[src/sv/srp_pkg.sv]
//------------------------------------------------------------------------------
// srp_pkg
// types, codes and defaults for the srp ceiling manager
//------------------------------------------------------------------------------
`timescale 1ns / 1ps
package srp_pkg;
   localparam int NumTasksDefault   = 32;
   localparam int NumMutexesDefault = 16;
   localparam int LevelBitsDefault  = 8;

   typedef enum logic [2:0] {
      MODE_SET_LEVEL = 3'd0,
      MODE_USE       = 3'd1,
      MODE_LOCK      = 3'd2,
      MODE_UNLOCK    = 3'd3,
      MODE_DETACH    = 3'd4,
      MODE_CREATE    = 3'd5,
      MODE_DESTROY   = 3'd6,
      MODE_BAD       = 3'd7
   } mode_type;

   typedef enum logic [2:0] {
      ST_OK       = 3'd0,
      ST_INVALID  = 3'd1,
      ST_DEADLOCK = 3'd2,
      ST_NOTOWNER = 3'd3,
      ST_BUSY     = 3'd4,
      ST_REJECTED = 3'd5,
      ST_KILLED   = 3'd6
   } status_type;

   typedef struct packed {
      logic [2:0] mode;
      logic [4:0] task_req;
      logic [3:0] mutex;
      logic [7:0] level;
   } req_type;

   typedef struct packed {
      logic [2:0] status;
      logic [7:0] sys_ceil;
      logic [4:0] stack_depth;
   } rsp_type;

   typedef enum logic [2:0] {
      S_IDLE,
      S_EXEC,
      S_WALK,
      S_SCAN,
      S_OUT
   } state_type;

   // controller to datapath
   typedef struct packed {
      logic load;      // capture request
      logic exec;      // do the part of the request that needs no walk
      logic walk_init; // start a mutex walk
      logic visit;     // current mutex of the walk is being looked at
      logic walk_step; // process one mutex of the walk
      logic scan_step; // process one task of a recompute scan
   } cmd_type;

   // datapath to controller
   typedef struct packed {
      logic need_walk;  // exec requested a mutex walk
      logic walk_last;  // current mutex is the last
      logic scan_need;  // current mutex needs a task scan
      logic scan_last;  // current task is the last
   } stat_type;
endpackage

[src/sv/srp_ctrl.sv]
//------------------------------------------------------------------------------
// srp_ctrl
// sequencer for request capture, walks over mutexes and task scans
//------------------------------------------------------------------------------
`timescale 1ns / 1ps
module srp_ctrl (
   input  logic              clock,
   input  logic              reset,
   input  logic              req_valid,
   output logic              req_ready,
   output logic              rsp_valid,
   input  logic              rsp_ready,
   output srp_pkg::cmd_type  cmd,
   input  srp_pkg::stat_type stat
);
   import srp_pkg::*;

   state_type state_ff, state_in;

   always_ff @(posedge clock) begin
      if (reset) begin
         state_ff <= S_IDLE;
      end else begin
         state_ff <= state_in;
      end
   end

   always_comb begin
      state_in  = state_ff;
      cmd       = '0;
      req_ready = 1'b0;
      rsp_valid = 1'b0;
      unique case (state_ff)
         S_IDLE: begin
            req_ready = 1'b1;
            if (req_valid) begin
               cmd.load = 1'b1;
               state_in = S_EXEC;
            end
         end
         S_EXEC: begin
            cmd.exec = 1'b1;
            if (stat.need_walk) begin
               cmd.walk_init = 1'b1;
               state_in = S_WALK;
            end else begin
               state_in = S_OUT;
            end
         end
         S_WALK: begin
            cmd.visit = 1'b1;
            if (stat.scan_need) begin
               state_in = S_SCAN;
            end else begin
               cmd.walk_step = 1'b1;
               if (stat.walk_last) state_in = S_OUT;
            end
         end
         S_SCAN: begin
            cmd.scan_step = 1'b1;
            if (stat.scan_last) begin
               cmd.walk_step = 1'b1;
               state_in = stat.walk_last ? S_OUT : S_WALK;
            end
         end
         S_OUT: begin
            rsp_valid = 1'b1;
            if (rsp_ready) state_in = S_IDLE;
         end
         default: state_in = S_IDLE;
      endcase
   end
endmodule

[src/sv/srp_dp.sv]
//------------------------------------------------------------------------------
// srp_dp
// task and mutex state, ceiling stack and recompute datapath
//------------------------------------------------------------------------------
`timescale 1ns / 1ps
module srp_dp #(
   parameter int NUM_TASKS   = srp_pkg::NumTasksDefault,
   parameter int NUM_MUTEXES = srp_pkg::NumMutexesDefault,
   parameter int LEVEL_BITS  = srp_pkg::LevelBitsDefault
) (
   input  logic              clock,
   input  logic              reset,
   input  srp_pkg::req_type  req_data,
   output srp_pkg::rsp_type  rsp_data,
   input  srp_pkg::cmd_type  cmd,
   output srp_pkg::stat_type stat
);
   import srp_pkg::*;

   localparam int TW = (NUM_TASKS > 1) ? $clog2(NUM_TASKS) : 1;
   localparam int MW = (NUM_MUTEXES > 1) ? $clog2(NUM_MUTEXES) : 1;
   localparam int DW = $clog2(NUM_MUTEXES + 1);

   req_type               req_ff;
   logic [LEVEL_BITS-1:0] lvl_ff   [NUM_TASKS];
   logic [4:0]            cnt_ff   [NUM_TASKS];
   logic [NUM_TASKS-1:0]  use_ff   [NUM_MUTEXES];
   logic [LEVEL_BITS-1:0] ceil_ff  [NUM_MUTEXES];
   logic                  own_v_ff [NUM_MUTEXES];
   logic [TW-1:0]         own_ff   [NUM_MUTEXES];
   logic [NUM_MUTEXES-1:0] ex_ff, pend_ff;
   logic [MW-1:0]         stm_ff   [NUM_MUTEXES];
   logic [LEVEL_BITS-1:0] stc_ff   [NUM_MUTEXES];
   logic [DW-1:0]         dep_ff;
   logic [2:0]            st_ff;
   logic                  walk_det_ff; // walk is a detach, else recompute
   logic [MW-1:0]         wi_ff;
   logic [TW-1:0]         ti_ff;
   logic [LEVEL_BITS-1:0] best_ff;

   logic                  t_ok, m_ok, m_live, own_is_t;
   logic [TW-1:0]         t;
   logic [MW-1:0]         m;
   logic [LEVEL_BITS-1:0] lv, top, mc, newc;
   logic                  det_hit, rc_hit;
   logic [LEVEL_BITS-1:0] cand;
   status_type            st_in;

   assign t      = req_ff.task_req[TW-1:0];
   assign m      = req_ff.mutex[MW-1:0];
   assign t_ok   = 32'(req_ff.task_req) < 32'(NUM_TASKS);
   assign m_ok   = 32'(req_ff.mutex) < 32'(NUM_MUTEXES);
   assign m_live = m_ok && ex_ff[m];
   assign own_is_t = own_v_ff[m] && own_ff[m] == t && t_ok;
   assign lv     = LEVEL_BITS'(req_ff.level);
   assign top    = (dep_ff == '0) ? '0 : stc_ff[MW'(dep_ff - 1'b1)];
   assign mc     = ceil_ff[m];
   assign newc   = (top > mc) ? top : mc;

   assign det_hit = ex_ff[wi_ff] && use_ff[wi_ff][t];
   assign rc_hit  = pend_ff[wi_ff];
   assign cand    = use_ff[wi_ff][ti_ff] ? lvl_ff[ti_ff] : '0;

   // status of the captured request against the current state
   always_comb begin
      st_in = ST_OK;
      if (req_ff.mode <= MODE_DETACH && !t_ok) begin
         st_in = ST_INVALID;
      end else begin
         unique case (req_ff.mode)
            MODE_SET_LEVEL: st_in = ST_OK;
            MODE_USE: begin
               if (!m_live) st_in = ST_INVALID;
               else if (use_ff[m][t]) st_in = ST_REJECTED;
            end
            MODE_LOCK: begin
               if (!m_live) st_in = ST_INVALID;
               else if (own_is_t) st_in = ST_DEADLOCK;
               else if (!use_ff[m][t] || lvl_ff[t] == '0 || own_v_ff[m] ||
                        32'(dep_ff) >= NUM_MUTEXES) st_in = ST_INVALID;
            end
            MODE_UNLOCK: begin
               if (!m_live) st_in = ST_INVALID;
               else if (!own_is_t) st_in = ST_NOTOWNER;
               else if (dep_ff == '0 || stm_ff[MW'(dep_ff - 1'b1)] != m)
                  st_in = ST_INVALID;
            end
            MODE_DETACH: begin
               if (lvl_ff[t] != '0 && cnt_ff[t] != '0) st_in = ST_KILLED;
            end
            MODE_CREATE: begin
               if (!m_ok) st_in = ST_INVALID;
               else if (ex_ff[m] && own_v_ff[m]) st_in = ST_BUSY;
            end
            MODE_DESTROY: begin
               if (!m_live) st_in = ST_INVALID;
               else if (own_v_ff[m]) st_in = ST_BUSY;
            end
            default: st_in = ST_INVALID;
         endcase
      end
   end

   always_comb begin
      stat = '0;
      stat.need_walk = (req_ff.mode == MODE_DETACH && t_ok && lvl_ff[t] != '0) ||
                       (req_ff.mode == MODE_UNLOCK && st_in == ST_OK &&
                        dep_ff == DW'(1));
      stat.walk_last = 32'(wi_ff) == NUM_MUTEXES - 1;
      stat.scan_need = walk_det_ff ? (det_hit && dep_ff == '0) : rc_hit;
      stat.scan_last = 32'(ti_ff) == NUM_TASKS - 1;
   end

   always_ff @(posedge clock) begin
      if (reset) begin
         for (int i = 0; i < NUM_TASKS; i++) begin
            lvl_ff[i] <= '0;
            cnt_ff[i] <= '0;
         end
         for (int i = 0; i < NUM_MUTEXES; i++) begin
            use_ff[i]   <= '0;
            ceil_ff[i]  <= '0;
            own_v_ff[i] <= 1'b0;
         end
         ex_ff   <= '0;
         pend_ff <= '0;
         dep_ff  <= '0;
      end else begin
         if (cmd.load) req_ff <= req_data;
         if (cmd.exec) begin
            st_ff <= st_in;
            if (st_in == ST_OK) begin
               unique case (req_ff.mode)
                  MODE_SET_LEVEL: begin
                     if (lvl_ff[t] == '0) lvl_ff[t] <= lv;
                     cnt_ff[t] <= '0;
                  end
                  MODE_USE: begin
                     use_ff[m][t] <= 1'b1;
                     if (dep_ff != '0) pend_ff[m] <= 1'b1;
                     else if (mc < lvl_ff[t]) ceil_ff[m] <= lvl_ff[t];
                  end
                  MODE_LOCK: begin
                     if (cnt_ff[t] != 5'd31) cnt_ff[t] <= cnt_ff[t] + 5'd1;
                     own_v_ff[m] <= 1'b1;
                     own_ff[m]   <= t;
                     stm_ff[MW'(dep_ff)] <= m;
                     stc_ff[MW'(dep_ff)] <= newc;
                     dep_ff <= dep_ff + 1'b1;
                  end
                  MODE_UNLOCK: begin
                     if (cnt_ff[t] != '0) cnt_ff[t] <= cnt_ff[t] - 5'd1;
                     own_v_ff[m] <= 1'b0;
                     dep_ff <= dep_ff - 1'b1;
                  end
                  MODE_CREATE: begin
                     ex_ff[m]    <= 1'b1;
                     use_ff[m]   <= '0;
                     ceil_ff[m]  <= '0;
                     own_v_ff[m] <= 1'b0;
                     pend_ff[m]  <= 1'b0;
                  end
                  MODE_DESTROY: begin
                     ex_ff[m]   <= 1'b0;
                     pend_ff[m] <= 1'b0;
                     use_ff[m]  <= '0;
                     ceil_ff[m] <= '0;
                  end
                  default: begin
                  end
               endcase
            end
         end
         if (cmd.walk_init) begin
            walk_det_ff <= req_ff.mode == MODE_DETACH;
            wi_ff   <= '0;
            ti_ff   <= '0;
            best_ff <= '0;
         end
         // detach clears the bit first; at depth 0 a scan recomputes without it
         if (walk_det_ff && cmd.visit && det_hit) begin
            use_ff[wi_ff][t] <= 1'b0;
            if (dep_ff != '0) pend_ff[wi_ff] <= 1'b1;
         end
         if (cmd.scan_step) begin
            if (stat.scan_last) begin
               ceil_ff[wi_ff] <= (cand > best_ff) ? cand : best_ff;
               if (!walk_det_ff) pend_ff[wi_ff] <= 1'b0;
               ti_ff   <= '0;
               best_ff <= '0;
            end else begin
               ti_ff   <= ti_ff + 1'b1;
               if (cand > best_ff) best_ff <= cand;
            end
         end
         if (cmd.walk_step && !stat.walk_last) wi_ff <= wi_ff + 1'b1;
      end
   end

   assign rsp_data.status      = st_ff;
   assign rsp_data.sys_ceil    = 8'(top);
   assign rsp_data.stack_depth = 5'(dep_ff);
endmodule

[src/sv/srp_ceiling_manager.sv]
// most operations pass through the idle, exec and out states; a detach with a
// level set and the unlock that empties the stack walk every mutex, one per cycle
// unless scanning, plus one scan of every task for each ceiling recomputed; one
// operation in flight; the next request is taken in the cycle after the response;
// synchronous reset clears all task and mutex state and empties the stack
//------------------------------------------------------------------------------
// srp_ceiling_manager
// stack resource policy ceiling unit top level
//------------------------------------------------------------------------------
`timescale 1ns / 1ps
module srp_ceiling_manager #(
   parameter int NUM_TASKS   = srp_pkg::NumTasksDefault,
   parameter int NUM_MUTEXES = srp_pkg::NumMutexesDefault,
   parameter int LEVEL_BITS  = srp_pkg::LevelBitsDefault
) (
   input  logic             clock,
   input  logic             reset,
   input  logic             req_valid,
   output logic             req_ready,
   input  srp_pkg::req_type req_data,
   output logic             rsp_valid,
   input  logic             rsp_ready,
   output srp_pkg::rsp_type rsp_data
);
   import srp_pkg::*;

   cmd_type  cmd;
   stat_type stat;

   srp_ctrl u_ctrl (
      .clock, .reset, .req_valid, .req_ready, .rsp_valid, .rsp_ready, .cmd, .stat
   );

   srp_dp #(
      .NUM_TASKS(NUM_TASKS), .NUM_MUTEXES(NUM_MUTEXES), .LEVEL_BITS(LEVEL_BITS)
   ) u_dp (
      .clock, .reset, .req_data, .rsp_data, .cmd, .stat
   );
endmodule

[config.mk]
export PLATFORM = sky130hd
export DESIGN_NAME = srp_ceiling_manager
export DESIGN_NICKNAME = d
export VERILOG_FILES = /design/src/sv/srp_pkg.sv /design/src/sv/srp_ctrl.sv /design/src/sv/srp_dp.sv /design/src/sv/srp_ceiling_manager.sv
export SDC_FILE = /design/constraint.sdc
export NUM_CORES = 2
export LEC_CHECK = 0
export BUFFER_PORTS_ARGS = -buffer_cell sky130_fd_sc_hd__buf_4
export CAP_MARGIN = 0
export CORE_AREA = 5 5 446 448
export CTS_CLUSTER_SIZE = 40
export DETAILED_ROUTE_END_ITERATION = 10
export DIE_AREA = 0 0 451 453
export PLACE_DENSITY = 0.51
export RECOVER_POWER = 50
export SLEW_MARGIN = 15
export SYNTH_ARGS = -nofsm -noshare
export SYNTH_HDL_FRONTEND = slang
export SYNTH_HIERARCHICAL = 1
export SYNTH_SLANG_ARGS = --single-unit
export TNS_END_PERCENT = 20
[constraint.sdc]
create_clock -name clock -period 16.05 [get_ports clock]
set_input_delay 0.8025 -clock clock [delete_from_list [all_inputs] [get_ports clock]]
set_output_delay 0.8025 -clock clock [all_outputs]
set_load 0.005 [all_outputs]
=== After elaboration in Yosys (flattened, before gate mapping) ===
Memory sizes are Yosys's and may differ from the RTL's. A register that Yosys moved wholly into a read port is not among the register bits.
Cells that the tools add are included.

* Register bits after elaboration: 81
* RAM bits: 1344
* Output and inout port bits: 18
* Logic and storage cells: 425
* Memories kept: 8

{| class="wikitable"
|+ Memories
! name !! words !! width !! read ports !! clocked after memory_dff !! write ports !! RTL line !! source
|-
| u_dp.use_ff || 16 || 32 || 2 || 2 || 16 || srp_dp.sv:27 || <nowiki>logic [NUM_TASKS-1:0] use_ff [NUM_MUTEXES];</nowiki>
|-
| u_dp.lvl_ff || 32 || 8 || 2 || 2 || 32 || srp_dp.sv:25 || <nowiki>logic [LEVEL_BITS-1:0] lvl_ff [NUM_TASKS];</nowiki>
|-
| u_dp.cnt_ff || 32 || 5 || 1 || 1 || 32 || srp_dp.sv:26 || <nowiki>logic [4:0] cnt_ff [NUM_TASKS];</nowiki>
|-
| u_dp.ceil_ff || 16 || 8 || 1 || 1 || 16 || srp_dp.sv:28 || <nowiki>logic [LEVEL_BITS-1:0] ceil_ff [NUM_MUTEXES];</nowiki>
|-
| u_dp.stc_ff || 16 || 8 || 1 || 0 || 1 || srp_dp.sv:33 || <nowiki>logic [LEVEL_BITS-1:0] stc_ff [NUM_MUTEXES];</nowiki>
|-
| u_dp.own_ff || 16 || 5 || 1 || 1 || 1 || srp_dp.sv:30 || <nowiki>logic [TW-1:0] own_ff [NUM_MUTEXES];</nowiki>
|-
| +2 memories || n/a || n/a || n/a || n/a || n/a || n/a ||
|}

* Add/sub/neg operators: 6
* Order comparisons: 11
* Equal/unequal tests: 20
* Multiplexer cells: 239
* Bitwise logic cells: 79
* Reductions and logical operators: 49

{| class="wikitable"
|+ Operator list
! cell !! count
|-
| 2-to-1 mux 32 bit || 6
|-
| 2-to-1 mux 16 bit || 10
|-
| 2-to-1 mux 1 bit || 154
|-
| 2-to-1 mux 8 bit || 13
|-
| OR 1 bit || 70
|-
| case mux 16 bit (2 select lines) || 2
|-
| OR reduction 32 bit || 2
|-
| 2-to-1 mux 5 bit || 11
|-
| 2-to-1 mux 3 bit || 17
|-
| AND 16 bit || 3
|-
| 2-to-1 mux 4 bit || 12
|-
| OR 16 bit || 3
|-
| NOT 16 bit || 2
|-
| OR reduction 8 bit || 3
|-
| case mux 3 bit (7 select lines) || 1
|-
| greater-than comparator 8 bit || 2
|-
| adder 5 x 1 -> 5 bit, second input constant || 3
|-
| binary-select mux 1 bit (select 5 bit) || 3
|-
| case mux 3 bit (5 select lines) || 1
|-
| logical AND 1 bit || 14
|-
| binary-select mux 1 bit (select 4 bit) || 3
|-
| == test 3 x 2 -> 1 bit, second input constant || 4
|-
| == test 3 bit, second input constant || 4
|-
| < comparator 5 x 6 -> 1 bit, second input constant || 2
|-
| other kinds (36) || 59
|}

=== Depth between registers and ports, before layout ===
* Word-level depth: 26
* Gate-level depth with buffers: 26
* Depth with buffers taken out: 20

=== By module ===
Netlist, hierarchy kept.

{| class="wikitable"
|+ By module, submodules not included
! module !! instances !! cells an instance !! area an instance (sq um) !! seq. area each (sq um)
|-
| srp_dp || 1 || 6691 || 77167.8 || 37566.0
|-
| srp_ctrl || 1 || 32 || 266.5 || 60.1
|}

=== Worst setup path before layout ===
OpenSTA, ideal clock, no wires.

* Kind: reg2reg
* Start point: register u_dp.dep_ff[0]
* End point: memory u_dp/stc_ff[0][0] (netlist bit) (data pin)
* Setup time: 0.330 ns
* Arrival: 5.967 ns
* Required time: 15.720 ns
* Slack: 9.752 ns
* Stages on the path, launching flop included: 20
* Buffers on the path: 7
* Clock period less this slack: 6.298 ns
* Cell sequence: dfxtp_1 -> buf_2 -> buf_1 -> buf_1 -> clkbuf_1 -> inv_1 -> ha_1 -> buf_1 -> clkbuf_1 -> clkbuf_1 -> mux4_2 -> mux2i_1 -> a211oi_1 -> ha_1 -> nand3_1 -> o22ai_1 -> nor2_1 -> o21ai_0 -> nand2_1 -> o21ai_0

{| class="wikitable"
|+ RTL lines
! item !! RTL line !! source
|-
| start: declaration || srp_dp.sv:34 || <nowiki>logic [DW-1:0] dep_ff;</nowiki>
|-
| start signal: assignment || srp_dp.sv:149 || <nowiki>dep_ff <= dep_ff + 1'b1;</nowiki>
|-
| start signal: assignment || srp_dp.sv:154 || <nowiki>dep_ff <= dep_ff - 1'b1;</nowiki>
|-
| end: declaration || srp_dp.sv:33 ||
|}

==> qor.csv <==
metric,value,unit
status,finished with violations,
failed_checks,"max-capacitance violations, max-slew violations",
hpwlAfterDp,189.7,mm
worstHoldStart,req_data[7],
grt_usage,0.2979,
rows,162,
ios,42,
cts.reportedPaths.clkPinSlew,0.06,ns
finalWirelength,314.6,mm
start_kind,register,
critical_path_required,16.53,ns
cp_slowest_cell,clkbuf_1,
ctsResizeCount,0,
die_y,453,µm
worstSkewPairLatency,0.83,ns
cts_tree,built,
synth_area_leaders,"edfxtp_1 (34%), mux4_2 (16%), dfxtp_1 (15%)",
synth_top_cell_area_share,0.3385,
area_growth,9.897,%
drt_iter0_markers,8772,
yosys.area_share.simple,0.1204,
skew,0.03396,ns
tns,0,ns
multi_input_area,36740,µm²
grt_pass1_vias,58570,
clockBufferDepth,3,
netlist_area,77430,µm²
post-route-period-util,0.7206,
synth-compound-area-share,0.1469,
worst_pin_slew,4.762,ns
synthAdderAreaFrac,0.005979,
critical_path.most_common_cell,clkbuf_1,
cts_buffers,167,
htreeDepth,4,
first_pass_iters,7,
worstPathMaxFanout,53,
hold_path.class,in -> reg,
yosys_most_used_dff,edfxtp_1,
yosysSeqAreaShare,0.4859,
nets,6460,
start_util,0.3988,
yosys_warnings,6,
grt_remaining_overflow,0,
synthArstFlopShare,0,
synth_nets,6784,
post-place-ws,8.510,ns
crit_chain,clkbuf_1 -> clkbuf_1 -> mux4_2 -> a22oi_1 -> nand2_1 -> or2_2 -> a2111oi_0 -> o221a_1 -> a211oi_1 -> a211o_1 -> nand4b_1 -> clkbuf_1 -> nor2_1,
synthXorXnorAreaFrac,0.001697,
grtUsageMet2,0.4553,
finish.instance_area,85100,µm²
synth.avg_cell_area,11.52,µm²
drive_gt1_frac,0.1866,
ys_seq_elements,1443,
ctsHoldBuffers,0,
top_usage_layer,met2,
crit_arrival,12.05,ns
synth_edf_count,873,
cts_root_buffer,clkbuf_16,
die_w,451,µm
port_buffers,41,
whs,0.1901,ns
gp_congestion,0.9239,
wl_per_cell,34.65,µm
finalHoldViolations,0,
dieArea,204300,µm²
antenna_found_initial,17,
met3_usage,0.06523,
setup_violations,0,
worstSetupEndpointType,register,
final_common_cell,edfxtp_1,
rsz0062_at_grt,false,
antenna_left,0,
post-cts-setup-buffers,0,
fmax,86.47,MHz
cellPowerDensity,101.5,nW/µm²
cts.sinks,1443,
grt_first_pass_wirelength,442.6,mm
slew-limit-headroom,-2.175,
mostFrequentLayoutCells,"edfxtp_1 (873), nand2_1 (710), dfxtp_1 (557)",
grt_start_max_net_pins,203,
critPathMaxStageDelay,2.62,ns
yosys.area.top_type,edfxtp_1,
irDropWorstVdd,0.0001017,V
vias,61350,
place_area,80060,µm²
maxCapViolCount,32,
crit_type,reg -> reg,
ys_types,100,
syn_inst,6723,
fin_crit,11.57,ns
synth_mux_area_frac,0.1925,
fill_cells,17910,
p_leak,28.75,nW
ff_latch_area,37660,µm²
setup_ws,4.485,ns
via_per_inst,6.758,
met1_usage,0.3977,
route.detailed.drc,0,
core_area,194200,µm²
slew_viol_final,1037,
synth_top_family_by_area,multiplexers,
==> sequential cells by signal (all words and copies together) (netlist names), 4 cells and up, named ones only <==
signal,cells
u_dp/wi_ff,4
u_dp/stc_ff,128
u_dp/pend_ff,16
u_dp/cnt_ff,160
u_dp/own_v_ff,16
u_dp/best_ff,8
u_dp/use_ff,512
u_dp/lvl_ff,256
u_dp/ti_ff,5
u_dp/lv,8
u_dp/stm_ff,64
u_dp/own_ff,80
u_dp/m,4
u_dp/dep_ff,5
u_dp/ceil_ff,128
u_dp/t,5
==> final timing paths <==
check,slack [ns],end,cells past startpoint
max reg2reg,4.48,u_dp/cnt_ff[0][1]$_SDFFCE_PN0P_,13
max,4.48,u_dp/cnt_ff[0][1]$_SDFFCE_PN0P_,13
min reg2reg,0.48,register,2
min,0.19,u_dp/lv[7]$_DFFE_PP_,1
==> cells in the mapped netlist (all sizes together), types with 10 or more instances <==
library cell and number:
o21ai 404, or3 17, nand2b 20, mux2 55, nor3b 10, a21o 22, ha 37, a211o 19
nand3 105, edfxtp 873, a31o 11, o22ai 14, a21oi 54, o211ai 21, and2 25, o311ai 12
nor2b 38, nor4 30, a22o 18, nand2 710, mux2i 216, inv 60, a211oi 219, a221oi 10
clkbuf 557, nand4 26, a22oi 245, a31oi 13, and3 283, nor3 73, o2bb2ai 318, mux4 538
nor2 628, buf 206, dfxtp 570, o31ai 132
==> logic make-up (layout without fill, tap and decap cells) <==
group / after synthesis / in the layout
xor gates and xnor gates: 15 / 15
other: 0 / 7
adders and majority gates: 37 / 37
and+or+nand+nor: 2007 / 2007
DFF: 1443 / 1443
muxes: 809 / 809
AOI/OAI and AO/OA: 1586 / 1586
buffers and inverters: 826 / 632
==> critical path, delay by kind of cell (launching register included) <==
family                 cells  cell delay (ns)
buffers and inverters      3             6.10
AO/OA/AOI/OAI              5             2.41
flip-flops                 1             1.13
AND/OR/NAND/NOR            4             0.89
multiplexers               1             0.51
==> power breakdown <==
part | leakage, nW | switching (W) | total (W) | internal [W]
registers | 13.2 | 0.0000547 | 0.00405 | 0.00400
logic | 12.9 | 0.000501 | 0.000748 | 0.000247
clock network | 2.62 | 0.00164 | 0.00384 | 0.00220
total | 28.7 | 0.00220 | 0.00863 | 0.00644
==> cell type report <==
type	instances	share of cell area
diodes	7	0.0002058
clock buffers	226	0.05377
clock inverters	73	0.009219
inverters	63	0.002794
multi-input cells	4454	0.4318
flip-flops and latches	1443	0.4426
well taps	2542	0.03738
repair buffers	270	0.02230
==> routing by layer <==
metal  up-vias  wire, µm
met1     31150    124100
met3      1025     31830
met4         6     19420
met5         -        35
li1      25310         -
met2      3861    139200
==> through the flow <==
stage / util / power (W) / std cells
floorplan: - / 0.004570 / 6723
global placement: 0.4122 / 0.004858 / 8772
detailed placement: 0.4123 / 0.004864 / 8772
CTS: 0.4399 / 0.008676 / 9071
global route: 0.4381 / 0.008873 / 9071
finish: 0.4382 / 0.008634 / 9078
(Power assumes the default switching activity.)
